### config.mk
export PLATFORM = sky130hd
export DESIGN_NAME = indexed_list_insert_remove_unit_flat
export DESIGN_NICKNAME = d
export VERILOG_FILES = /design/src/ilir_pkg.sv /design/src/ilir_req_if.sv /design/src/ilir_rsp_if.sv /design/src/ilir_cell.sv /design/src/ilir_ctrl.sv /design/src/indexed_list_insert_remove_unit.sv /design/src/flat_wrapper.sv
export SDC_FILE = /design/constraint.sdc
export NUM_CORES = 2
export LEC_CHECK = 0
export BUFFER_PORTS_ARGS = -buffer_cell sky130_fd_sc_hd__buf_2
export CORE_UTILIZATION = 64
export CTS_CLUSTER_DIAMETER = 80
export DETAILED_ROUTE_END_ITERATION = 16
export PLACE_DENSITY_LB_ADDON = 0.3
export SETUP_SLACK_MARGIN = 0.15
export SLEW_MARGIN = 40
export SYNTH_ARGS = -nofsm -noshare
export SYNTH_HDL_FRONTEND = slang
export SYNTH_SLANG_ARGS = --single-unit
export TNS_END_PERCENT = 10
### constraint.sdc
create_clock -name clk_i -period 6 [get_ports clk_i]
set_input_delay 1.5 -clock clk_i [delete_from_list [all_inputs] [get_ports clk_i]]
set_output_delay 1.5 -clock clk_i [all_outputs]
set_load 0.01 [all_outputs]
### src/ilir_pkg.sv
`timescale 1ns / 1ps
// ----------------------------------------------------------------------------
// Indexed list package
// Shared constants, operation and status codes, and cell control types.
// ----------------------------------------------------------------------------
package ilir_pkg;

  localparam int unsigned CAPACITY = 32;
  localparam int unsigned DATA_W   = 32;
  localparam int unsigned OP_W     = 3;
  localparam int unsigned POS_W    = 6;
  localparam int unsigned STAT_W   = 2;
  localparam int unsigned CNT_W    = $clog2(CAPACITY + 1);
  localparam int unsigned IDX_W    = $clog2(CAPACITY);
  localparam int unsigned CMP_W    = (POS_W > CNT_W) ? POS_W : CNT_W;

  typedef enum logic [OP_W-1:0] {
    OP_APPEND = 3'd0,
    OP_INSERT = 3'd1,
    OP_READ   = 3'd2,
    OP_DROP   = 3'd3,
    OP_REMOVE = 3'd4,
    OP_CLEAR  = 3'd5
  } op_e;

  typedef enum logic [STAT_W-1:0] {
    ST_OK     = 2'd0,
    ST_FULL   = 2'd1,
    ST_BADIDX = 2'd2,
    ST_EMPTY  = 2'd3
  } status_e;

  typedef enum logic [1:0] {
    CELL_HOLD       = 2'd0,
    CELL_LOAD       = 2'd1,
    CELL_FROM_LOWER = 2'd2,
    CELL_FROM_UPPER = 2'd3
  } cell_op_e;

  typedef struct packed {
    status_e          status;
    logic [CNT_W-1:0] count;
    logic             read_ok;
  } ilir_res_t;

endpackage

### src/ilir_req_if.sv
`timescale 1ns / 1ps
// ----------------------------------------------------------------------------
// Indexed list request channel
// Valid/ready channel that carries one list request.
// ----------------------------------------------------------------------------
interface ilir_req_if;
  logic               valid;
  logic               ready;
  logic [2:0]         operation;
  logic [5:0]         position;
  logic signed [31:0] value;

  modport source (output valid, output operation, output position, output value,
                  input ready);
  modport sink (input valid, input operation, input position, input value,
                output ready);
endinterface

### src/ilir_rsp_if.sv
`timescale 1ns / 1ps
// ----------------------------------------------------------------------------
// Indexed list response channel
// Valid/ready channel that carries the result of one list request.
// ----------------------------------------------------------------------------
interface ilir_rsp_if;
  logic               valid;
  logic               ready;
  logic signed [31:0] read_value;
  logic [5:0]         count;
  logic [1:0]         status;

  modport source (output valid, output read_value, output count, output status,
                  input ready);
  modport sink (input valid, input read_value, input count, input status,
                output ready);
endinterface

### src/ilir_cell.sv
`timescale 1ns / 1ps
// ----------------------------------------------------------------------------
// Indexed list cell
// Holds one entry and loads a new value or a neighbor's entry on command.
// ----------------------------------------------------------------------------
module ilir_cell (
  input  logic                              clk_i,
  input  ilir_pkg::cell_op_e                op_i,
  input  logic signed [ilir_pkg::DATA_W-1:0] value_i,
  input  logic signed [ilir_pkg::DATA_W-1:0] lower_i,
  input  logic signed [ilir_pkg::DATA_W-1:0] upper_i,
  output logic signed [ilir_pkg::DATA_W-1:0] data_o
);
  import ilir_pkg::*;

  logic signed [DATA_W-1:0] data_d, data_q;

  always_comb begin
    case (op_i)
      CELL_HOLD:       data_d = data_q;
      CELL_LOAD:       data_d = value_i;
      CELL_FROM_LOWER: data_d = lower_i;
      CELL_FROM_UPPER: data_d = upper_i;
      default:         data_d = data_q;
    endcase
  end

  always_ff @(posedge clk_i) begin
    data_q <= data_d;
  end

  assign data_o = data_q;

endmodule

### src/ilir_ctrl.sv
`timescale 1ns / 1ps
// ----------------------------------------------------------------------------
// Indexed list control
// Keeps the entry count, checks each request and commands every cell.
// ----------------------------------------------------------------------------
module ilir_ctrl (
  input  logic                          clk_i,
  input  logic                          rst_ni,
  input  logic                          fire_i,
  input  ilir_pkg::op_e                 op_i,
  input  logic [ilir_pkg::POS_W-1:0]    pos_i,
  output ilir_pkg::cell_op_e            cell_op_o [ilir_pkg::CAPACITY],
  output ilir_pkg::ilir_res_t           res_o
);
  import ilir_pkg::*;

  logic [CNT_W-1:0] count_d, count_q;
  logic [CMP_W-1:0] pos_x, cnt_x;
  logic             full, empty, pos_le_cnt, pos_lt_cnt;
  logic             do_append, do_insert, do_remove;
  status_e          status;

  assign pos_x      = CMP_W'(pos_i);
  assign cnt_x      = CMP_W'(count_q);
  assign full       = (count_q == CNT_W'(CAPACITY));
  assign empty      = (count_q == '0);
  assign pos_le_cnt = (pos_x <= cnt_x);
  assign pos_lt_cnt = (pos_x < cnt_x);

  always_comb begin
    status    = ST_OK;
    count_d   = count_q;
    do_append = 1'b0;
    do_insert = 1'b0;
    do_remove = 1'b0;
    case (op_i)
      OP_APPEND: begin
        if (full) begin
          status = ST_FULL;
        end else begin
          do_append = 1'b1;
          count_d   = count_q + 1'b1;
        end
      end
      OP_INSERT: begin
        if (full) begin
          status = ST_FULL;
        end else if (!pos_le_cnt) begin
          status = ST_BADIDX;
        end else begin
          do_insert = 1'b1;
          count_d   = count_q + 1'b1;
        end
      end
      OP_READ: begin
        if (!pos_lt_cnt) begin
          status = ST_BADIDX;
        end
      end
      OP_DROP: begin
        if (empty) begin
          status = ST_EMPTY;
        end else begin
          count_d = count_q - 1'b1;
        end
      end
      OP_REMOVE: begin
        if (empty) begin
          status = ST_EMPTY;
        end else if (!pos_lt_cnt) begin
          status = ST_BADIDX;
        end else begin
          do_remove = 1'b1;
          count_d   = count_q - 1'b1;
        end
      end
      OP_CLEAR: begin
        count_d = '0;
      end
      default: begin
        status = ST_OK;
      end
    endcase
  end

  always_comb begin
    for (int i = 0; i < CAPACITY; i++) begin
      cell_op_o[i] = CELL_HOLD;
      if (fire_i) begin
        if (do_append && (CMP_W'(i) == cnt_x)) begin
          cell_op_o[i] = CELL_LOAD;
        end else if (do_insert && (CMP_W'(i) == pos_x)) begin
          cell_op_o[i] = CELL_LOAD;
        end else if (do_insert && (CMP_W'(i) > pos_x)) begin
          cell_op_o[i] = CELL_FROM_LOWER;
        end else if (do_remove && (CMP_W'(i) >= pos_x)) begin
          cell_op_o[i] = CELL_FROM_UPPER;
        end
      end
    end
  end

  always_ff @(posedge clk_i or negedge rst_ni) begin
    if (!rst_ni) begin
      count_q <= '0;
    end else if (fire_i) begin
      count_q <= count_d;
    end
  end

  assign res_o.status  = status;
  assign res_o.count   = count_d;
  assign res_o.read_ok = (op_i == OP_READ) && pos_lt_cnt;

  a_count_bound : assert property (@(posedge clk_i) disable iff (!rst_ni)
    count_q <= CNT_W'(CAPACITY))
    else $error("Entry count exceeds the capacity.");

  a_clear_empties : assert property (@(posedge clk_i) disable iff (!rst_ni)
    (fire_i && (op_i == OP_CLEAR)) |=> (count_q == '0))
    else $error("Clear did not empty the list.");

  a_full_status : assert property (@(posedge clk_i) disable iff (!rst_ni)
    (status == ST_FULL) |-> full)
    else $error("Full status given on a list that is not full.");

  a_count_step : assert property (@(posedge clk_i) disable iff (!rst_ni)
    (fire_i && (op_i != OP_CLEAR)) |=>
      (count_q == $past(count_q)) || (count_q == $past(count_q) + 1'b1) ||
      (count_q == $past(count_q) - 1'b1))
    else $error("Entry count moved by more than one.");

endmodule

### src/indexed_list_insert_remove_unit.sv
`timescale 1ns / 1ps
// ----------------------------------------------------------------------------
// Indexed list insert/remove unit
// Ordered list of signed entries held in a row of cells that shift together.
// The response is registered in the cycle after the request is taken.
// Throughput: one request per cycle unless a response waits unaccepted;
// every cell loads its neighbor in the same cycle to shift the whole list.
// Reset clears the entry count and the response valid flag; entry contents
// are not reset and are never read before they are written.
// ----------------------------------------------------------------------------
module indexed_list_insert_remove_unit (
  input  logic        clk_i,
  input  logic        rst_ni,
  ilir_req_if.sink    req_i,
  ilir_rsp_if.source  rsp_o
);
  import ilir_pkg::*;

  cell_op_e                 cell_op [CAPACITY];
  logic signed [DATA_W-1:0] cell_data [CAPACITY];
  ilir_res_t                res;
  logic                     fire;
  logic signed [DATA_W-1:0] read_value;

  logic                     rsp_valid_q;
  logic signed [DATA_W-1:0] read_value_q;
  logic [CNT_W-1:0]         count_q;
  status_e                  status_q;

  assign req_i.ready = !rsp_valid_q || rsp_o.ready;
  assign fire        = req_i.valid && req_i.ready;

  ilir_ctrl u_ctrl (
    .clk_i     (clk_i),
    .rst_ni    (rst_ni),
    .fire_i    (fire),
    .op_i      (op_e'(req_i.operation)),
    .pos_i     (req_i.position),
    .cell_op_o (cell_op),
    .res_o     (res)
  );

  for (genvar g = 0; g < CAPACITY; g++) begin : g_cell
    logic signed [DATA_W-1:0] lower, upper;
    if (g == 0) begin : g_first
      assign lower = '0;
    end else begin : g_lower
      assign lower = cell_data[g-1];
    end
    if (g == CAPACITY - 1) begin : g_last
      assign upper = '0;
    end else begin : g_upper
      assign upper = cell_data[g+1];
    end
    ilir_cell u_cell (
      .clk_i   (clk_i),
      .op_i    (cell_op[g]),
      .value_i (req_i.value),
      .lower_i (lower),
      .upper_i (upper),
      .data_o  (cell_data[g])
    );
  end

  assign read_value = res.read_ok ? cell_data[req_i.position[IDX_W-1:0]] : '0;

  always_ff @(posedge clk_i or negedge rst_ni) begin
    if (!rst_ni) begin
      rsp_valid_q <= 1'b0;
    end else if (fire) begin
      rsp_valid_q <= 1'b1;
    end else if (rsp_o.ready) begin
      rsp_valid_q <= 1'b0;
    end
  end

  always_ff @(posedge clk_i) begin
    if (fire) begin
      read_value_q <= read_value;
      count_q      <= res.count;
      status_q     <= res.status;
    end
  end

  assign rsp_o.valid      = rsp_valid_q;
  assign rsp_o.read_value = read_value_q;
  assign rsp_o.count      = count_q;
  assign rsp_o.status     = status_q;

  a_rsp_follows : assert property (@(posedge clk_i) disable iff (!rst_ni)
    fire |=> rsp_o.valid)
    else $error("Accepted request produced no response.");

  a_no_overwrite : assert property (@(posedge clk_i) disable iff (!rst_ni)
    (rsp_valid_q && !rsp_o.ready) |-> !fire)
    else $error("Request taken while a response was still waiting.");

  a_read_zero : assert property (@(posedge clk_i) disable iff (!rst_ni)
    (rsp_o.valid && (status_q != ST_OK)) |-> (read_value_q == '0))
    else $error("Failed request returned nonzero read data.");

endmodule

### src/flat_wrapper.sv
// flat-port wrapper written by rule: the top's interface ports become plain ports
module indexed_list_insert_remove_unit_flat import ilir_pkg::*;
  (clk_i, rst_ni, req_i_valid, req_i_operation, req_i_position, req_i_value, req_i_ready, rsp_o_valid, rsp_o_read_value, rsp_o_count, rsp_o_status, rsp_o_ready);
  ilir_req_if req_i_i ();
  ilir_rsp_if rsp_o_i ();
  input  logic clk_i;
  input  logic rst_ni;
  input wire logic [$bits(req_i_i.valid)-1:0] req_i_valid;
  input wire logic [$bits(req_i_i.operation)-1:0] req_i_operation;
  input wire logic [$bits(req_i_i.position)-1:0] req_i_position;
  input wire logic [$bits(req_i_i.value)-1:0] req_i_value;
  output wire logic [$bits(req_i_i.ready)-1:0] req_i_ready;
  output wire logic [$bits(rsp_o_i.valid)-1:0] rsp_o_valid;
  output wire logic [$bits(rsp_o_i.read_value)-1:0] rsp_o_read_value;
  output wire logic [$bits(rsp_o_i.count)-1:0] rsp_o_count;
  output wire logic [$bits(rsp_o_i.status)-1:0] rsp_o_status;
  input wire logic [$bits(rsp_o_i.ready)-1:0] rsp_o_ready;
  assign req_i_i.valid = req_i_valid;
  assign req_i_i.operation = req_i_operation;
  assign req_i_i.position = req_i_position;
  assign req_i_i.value = req_i_value;
  assign req_i_ready = req_i_i.ready;
  assign rsp_o_valid = rsp_o_i.valid;
  assign rsp_o_read_value = rsp_o_i.read_value;
  assign rsp_o_count = rsp_o_i.count;
  assign rsp_o_status = rsp_o_i.status;
  assign rsp_o_i.ready = rsp_o_ready;
  indexed_list_insert_remove_unit u_core (.clk_i(clk_i), .rst_ni(rst_ni), .req_i(req_i_i), .rsp_o(rsp_o_i));
endmodule
== Word-level counts from Yosys, hierarchy flattened ==
Cells that the tools add are included.

* Flip-flop bits (word level): 1071
* Latch bits: 0
* Logic and storage cells: 658
* Bits in read-only memories: 0
* Memories kept: 0
* Bits in writable memories: 0
* Output and inout port bits: 42

* Add/sub/neg operators: 2
* $mul: 0
* Reductions and logical operators: 168
* Equal/unequal tests: 164
* Div/mod/pow operators: 0
* Mux-type cells: 219
* Shifts and indexed selects: 0
* Order comparisons: 67
* Bitwise logic cells: 1

{| class="wikitable"
|+ Operator list
! kind !! number
|-
| case mux 32 bit (3 select lines) || 32
|-
| 2-to-1 mux 2 bit || 165
|-
| == test 5 x 6 -> 1 bit (first input constant) || 32
|-
| binary-select mux 32 bit (select 5 bit) || 1
|-
| logical AND 1 bit || 130
|-
| == test 2 bit (second input constant) || 64
|-
| == test 4 x 6 -> 1 bit (first input constant) || 16
|-
| greater-or-equal comparator 5 x 6 -> 1 bit (first input constant) || 16
|-
| greater-than comparator 5 x 6 -> 1 bit (first input constant) || 16
|-
| == test 2 x 1 -> 1 bit (second input constant) || 32
|-
| logical NOT 2 bit || 32
|-
| 2-to-1 mux 32 bit || 2
|-
| == test 3 x 6 -> 1 bit (first input constant) || 8
|-
| greater-or-equal comparator 4 x 6 -> 1 bit (first input constant) || 8
|-
| greater-than comparator 4 x 6 -> 1 bit (first input constant) || 8
|-
| 2-to-1 mux 6 bit || 6
|-
| case mux 6 bit (5 select lines) || 1
|-
| == test 2 x 6 -> 1 bit (first input constant) || 4
|-
| greater-or-equal comparator 3 x 6 -> 1 bit (first input constant) || 4
|-
| greater-than comparator 3 x 6 -> 1 bit (first input constant) || 4
|-
| == test 1 x 6 -> 1 bit (first input constant) || 2
|-
| greater-or-equal comparator 1 x 6 -> 1 bit (first input constant) || 2
|-
| greater-or-equal comparator 2 x 6 -> 1 bit (first input constant) || 2
|-
| greater-than comparator 1 x 6 -> 1 bit (first input constant) || 2
|-
| other kinds (18) || 32
|}

== Longest topological paths before layout ==
* Word-level depth: 12
* Depth in mapped cells: 14

== Modules after synthesis ==
From an unflattened synthesis, not the netlist that was laid out.

* Cell total of the unflattened synthesis: 5589
* Area total of the unflattened synthesis: 65735.5 µm²

{| class="wikitable"
|+ Modules (own cells, without submodules)
! module !! seq. area each (µm²) !! cells an instance !! area an instance (µm²) !! instances
|-
| ilir_cell || 960.9 || 140 || 1672.9 || 32
|-
| indexed_list_insert_remove_unit || 1226.2 || 673 || 9435.3 || 1
|-
| ilir_ctrl || 150.1 || 436 || 2768.9 || 1
|}

== Least setup slack after synthesis ==
No wires, ideal clock.

* Path type: input -> register
* From: input port req_i_position[5]
* To: register u_core.g_cell[30].u_cell.data_q[0] (enable)
* Arrival time: 5.024 ns
* Path buffers: 2
* Cell stages on the path: 10
* Library setup time: 0.441 ns
* Required time: 5.559 ns
* Setup slack: 0.535 ns
* Cell sequence: ha_1 and4_1 o21a_2 nor3_4 buf_4 nand2_2 a211oi_4 buf_2 nor2_1 a31oi_1

* Cells in the longest elaborated chain, start to end: 11

{| class="wikitable"
|+ Ends and longest elaborated chain
! item !! line !! text
|-
| from (decl) || flat_wrapper.sv:10 || <nowiki>input wire logic [$bits(req_i_i.position)-1:0] req_i_position;</nowiki>
|-
| < comparator 6 bit || ilir_ctrl.sv:28 || <nowiki>assign pos_lt_cnt = (pos_x < cnt_x);</nowiki>
|-
| 2-to-1 mux 1 bit || ilir_ctrl.sv:70 || <nowiki>end else if (!pos_lt_cnt) begin</nowiki>
|-
| 2-to-1 mux 1 bit || ilir_ctrl.sv:68 || <nowiki>if (empty) begin</nowiki>
|-
| 2-to-1 mux 1 bit || ilir_ctrl.sv:36 || <nowiki>case (op_i)</nowiki>
|-
| logical AND 1 bit || ilir_ctrl.sv:96 || <nowiki>end else if (do_remove && (CMP_W'(i) >= pos_x)) begin</nowiki>
|-
| 2-to-1 mux 2 bit || ilir_ctrl.sv:96 ||
|-
| 2-to-1 mux 2 bit || ilir_ctrl.sv:94 || <nowiki>end else if (do_insert && (CMP_W'(i) > pos_x)) begin</nowiki>
|-
| 2-to-1 mux 2 bit (*) || ilir_ctrl.sv:92 || <nowiki>end else if (do_insert && (CMP_W'(i) == pos_x)) begin</nowiki>
|-
| 2-to-1 mux 2 bit (*) || ilir_ctrl.sv:90 || <nowiki>if (do_append && (CMP_W'(i) == cnt_x)) begin</nowiki>
|-
| 2-to-1 mux 2 bit (*) || ilir_ctrl.sv:89 || <nowiki>if (fire_i) begin</nowiki>
|-
| logical NOT 2 bit (*) || ilir_cell.sv:19 || <nowiki>case (op_i)</nowiki>
|-
| to (signal assigned) || ilir_cell.sv:29 || <nowiki>data_q <= data_d;</nowiki>
|-
| to (decl) || ilir_cell.sv:16 || <nowiki>logic signed [DATA_W-1:0] data_d, data_q;</nowiki>
|}

Mark *: on every way between the ends. The rest lies on a longest branch, timed or not.
A chain may end at the register's enable or synchronous reset.

== Worst setup path in the final report ==
* From: input port req_i_position[5]
* To: register u_core.g_cell[16].u_cell.data_q[21] (data pin)

* Cells in the longest elaborated chain, start to end: 12

{| class="wikitable"
|+ Ends and longest elaborated chain
! item !! line
|-
| < comparator 6 bit || ilir_ctrl.sv:28
|-
| 2-to-1 mux 1 bit || ilir_ctrl.sv:70
|-
| 2-to-1 mux 1 bit || ilir_ctrl.sv:68
|-
| 2-to-1 mux 1 bit || ilir_ctrl.sv:36
|-
| logical AND 1 bit || ilir_ctrl.sv:96
|-
| 2-to-1 mux 2 bit || ilir_ctrl.sv:96
|-
| 2-to-1 mux 2 bit || ilir_ctrl.sv:94
|-
| 2-to-1 mux 2 bit (*) || ilir_ctrl.sv:92
|-
| 2-to-1 mux 2 bit (*) || ilir_ctrl.sv:90
|-
| 2-to-1 mux 2 bit (*) || ilir_ctrl.sv:89
|-
| == test 2 bit / == test 2 x 1 -> 1 bit (equally long branches) || ilir_cell.sv:19
|-
| case mux 32 bit (3 select lines) (*) || ilir_cell.sv:19
|-
| named net u_core.g_cell[16].u_cell.data_d[21] || ilir_cell.sv:16
|-
| to (signal assigned) || ilir_cell.sv:29
|-
| to (decl) || ilir_cell.sv:16
|}

Mark *: on every way through the listed nets, which the timed path passes. The rest lies on a longest branch.

==> flow_summary.toml <==
[routing]
viasPerCell = 7.55
wl_per_cell_um = 31.0
drtIter0Drc = 8629
drc_errors = 0
dr.pass1.iters = 12
wirelength_um = 193000
vias = 47100
drt.antenna.violating_nets = 0

[global_route]
grt_max_degree = 95
grt_pass1_vias = 44500
antenna_found_initial = 15
groute.usage.overall_pct = 39.1
grt_first_pass_wirelength_um = 286000
grt-ovfl-total = 0

[clock_network]
cts.htree.levels = 3
ctsLongestPathBuffers = 3
clkSlewWorstSetupHoldPaths_ns = 0.06
worstSkewPairLatency_ns = 0.73
cts_tree = "done"
cts_setup_buffers = 0
ctsHoldBuffers = 0
clkSinkCount = 1071
cts_buffers = 118
cts_resized = 0
cts.root.buffer_cell = "clkbuf_16"

[yosys]
ys_types = 81
async_flop_share_pct = 0.654
avgSynthCellArea_um2 = 12.2
synth.top_cell.area_share_pct = 52.2
yosysSeqAreaShare_pct = 52.4
synth_top_area_cell = "edfxtp_1"
synth-seq-cells = 1071
synth.area.top_cells = "edfxtp_1 (52%), mux4_2 (12%), mux2i_1 (8.9%)"
synth_edf_count = 1064
synthCells = 5006
synthFlopType = "edfxtp_1"
syn_nets = 5062
syn_area_mm2 = 0.0613
yosysWarnings = 0

[placed_design]
place_congestion = 0.965
portBuffers = 86
dp_hpwl_um = 135000
place_ws_ns = 0.894

[critical_path]
crit_slowest_cell = "or3_2"
startpoint_type = "input pin"
startpoint = "req_i_position[5]"
r2r-start = "u_core.u_ctrl.cnt_x[1]"
setup.worst_path.end = "u_core.g_cell[16].u_cell.data_o[21]"
critPathCaptureType = "flop"
cp.required_ns = 6.45
worst-r2r-setup-slack_ns = 1.78
cp_cell_sequence = "buf_2 > ha_1 > a21oi_1 > o21a_1 > nand3_2 > or3_2 > buf_4 > a21oi_4 > buf_4 > a21oi_1"
cp_num_cells = 10
path_class = "input pin to flop"
cp_max_fo = 64
critPathArrivalTime_ns = 4.90
r2r_end = "u_core.g_cell[28].u_cell.data_o[7]"
critPathTopFamily = "buffers and inverters"
ff2ff_path_depth = 11
crit_buf_inv = 3
critPathMaxStageDelay_ns = 0.61

[final_layout]
finish.net_count = 4922
drive_gt1_share_pct = 17.4
final_common_cell = "edfxtp_1"
nFillCells = 6338
final_cell_mix = "edfxtp_1 (1064), mux2i_1 (544), nor2_1 (497), nand2_1 (414), mux4_2 (320)"
area_delta_synth_final_pct = 9.49

[sta]
period_needed_ns = 4.45
maxSlewViolCount = 0
fmaxAchievable_ghz = 0.225
tightest_slew_ns = 0.883
fin_skew_ns = 0.0312
finalHoldViolCount = 0
setup_viol_count_final = 0
hold_ws_ns = 0.576
worst_slack_ns = 1.55
tns_ns = 0
finalCritPeriodShare_pct = 74.2
relSlewSlack_pct = 41.2
grt_setup_unrepaired = "no"

[status]
status = "finished clean"

[floorplan]
die_h_um = 311
fp-row-count = 113
start_util_pct = 64.6
die_w_um = 311
core_area_mm2 = 0.0949
ios = 87
die-area_mm2 = 0.0970

[hold_path]
hp-class = "flop to flop"

[pwr]
ir_drop_mv = 0.320
power_density_mw_per_mm2 = 268
power.leakage_nw = 24.6

[job]
max_cap_violations = 0
-- registers in the layout, indices dropped and copies added (netlist names) --
| signal | cells |
|---|---|
| u_core.g_cell.u_cell.data_o | 1024 |
| u_core.rsp_o.read_value | 32 |
| u_core.rsp_o.count | 6 |
| u_core.u_ctrl.cnt_x | 6 |
| u_core.rsp_o.status | 2 |
| u_core.rsp_o.valid | 1 |
-- final cells by class --
class	count	area [um^2]	area share, %
clock inverter	57	414	0.617
clock buffer	156	3170	4.72
inverter	108	407	0.606
timing repair buffer	254	2160	3.22
sequential	1071	32100	47.9
multi-input combinational	3313	27200	40.6
antenna	8	20.0	0.0298
tap	1265	1580	2.36
-- through the flow --
step / power [mW] / cells / utilization, % / area [um^2]
finish: 18.0 / 6232 / 70.7 / 67100
global route: 18.4 / 6232 / 70.7 / 67100
CTS: 17.9 / 6221 / 70.6 / 67000
detailed placement: 11.1 / 6008 / 66.8 / 63400
global placement: 11.0 / 5985 / 66.3 / 62900
floorplan: 10.3 / 5006 / - / 61300
-- logic make-up (layout without fill, tap and decap cells) --
family,Yosys count,after routing,share of synthesized area (%)
compound gates,1314,1314,14.6
xor+xnor,1,1,0.0143
fa+ha+maj,11,11,0.225
buf+inv,622,575,4.39
flops,1071,1071,52.4
mux,864,864,20.7
other cells,0,8,0
simple gates,1123,1123,7.64
-- synthesized netlist by cell type (82+ instances only) --
master    count
inv_1       106
o21ai_0     275
edfxtp_1   1064
a22oi_1     307
a31oi_1      82
mux4_2      320
mux2i_1     544
a21oi_1     230
clkbuf_1    265
nand2_1     417
buf_2       180
nor2_1      520
-- worst min path at each step --
stage / from / endpoint / slack, ns / cells after the start
after floorplan: u_core.g_cell[23].u_cell.data_o[0] / u_core.g_cell[24].u_cell.data_o[0] / 0.53 / 2
after global placement: u_core.rsp_o.valid / u_core.rsp_o.valid / 0.55 / 2
after detailed placement: u_core.g_cell[23].u_cell.data_o[5] / u_core.g_cell[24].u_cell.data_o[5] / 0.56 / 2
after CTS: u_core.g_cell[0].u_cell.data_o[29] / u_core.g_cell[1].u_cell.data_o[29] / 0.57 / 1
after global routing: u_core.g_cell[0].u_cell.data_o[21] / u_core.g_cell[1].u_cell.data_o[21] / 0.60 / 1
final: u_core.g_cell[0].u_cell.data_o[6] / u_core.g_cell[1].u_cell.data_o[6] / 0.58 / 1
-- power breakdown --
part / internal [mW] / switching, mW
logic: 0.847 / 1.64
registers: 8.47 / 0.155
clock network: 3.82 / 3.07
total: 13.1 / 4.87
-- layer usage --
| metal | routed length, um | part of all wire [%] | global-route usage (%) | vias up |
|---|---|---|---|---|
| met3 | 29700 | 15 | 10.5 | 470 |
| met2 | 84700 | 44 | 56.6 | 4282 |
| met5 | 56 | 0.029 | 0 | - |
| met1 | 73100 | 38 | 57.3 | 23000 |
| met4 | 5930 | 3.1 | 13.6 | 10 |
| li1 | - | - | - | 19300 |
-- worst reg2reg max path, stage by stage, from the launching register on --
cell     delay, ns
dfrtp_1       0.51
inv_1         0.32
ha_1          0.73
and3_1        0.42
nor2_4        0.10
buf_4         0.22
a22oi_2       0.42
buf_4         0.29
o22ai_1       0.10
and2_2        0.24
or2_2         0.34
buf_4         0.25
Note: power is estimated with default switching activity, not from simulation.
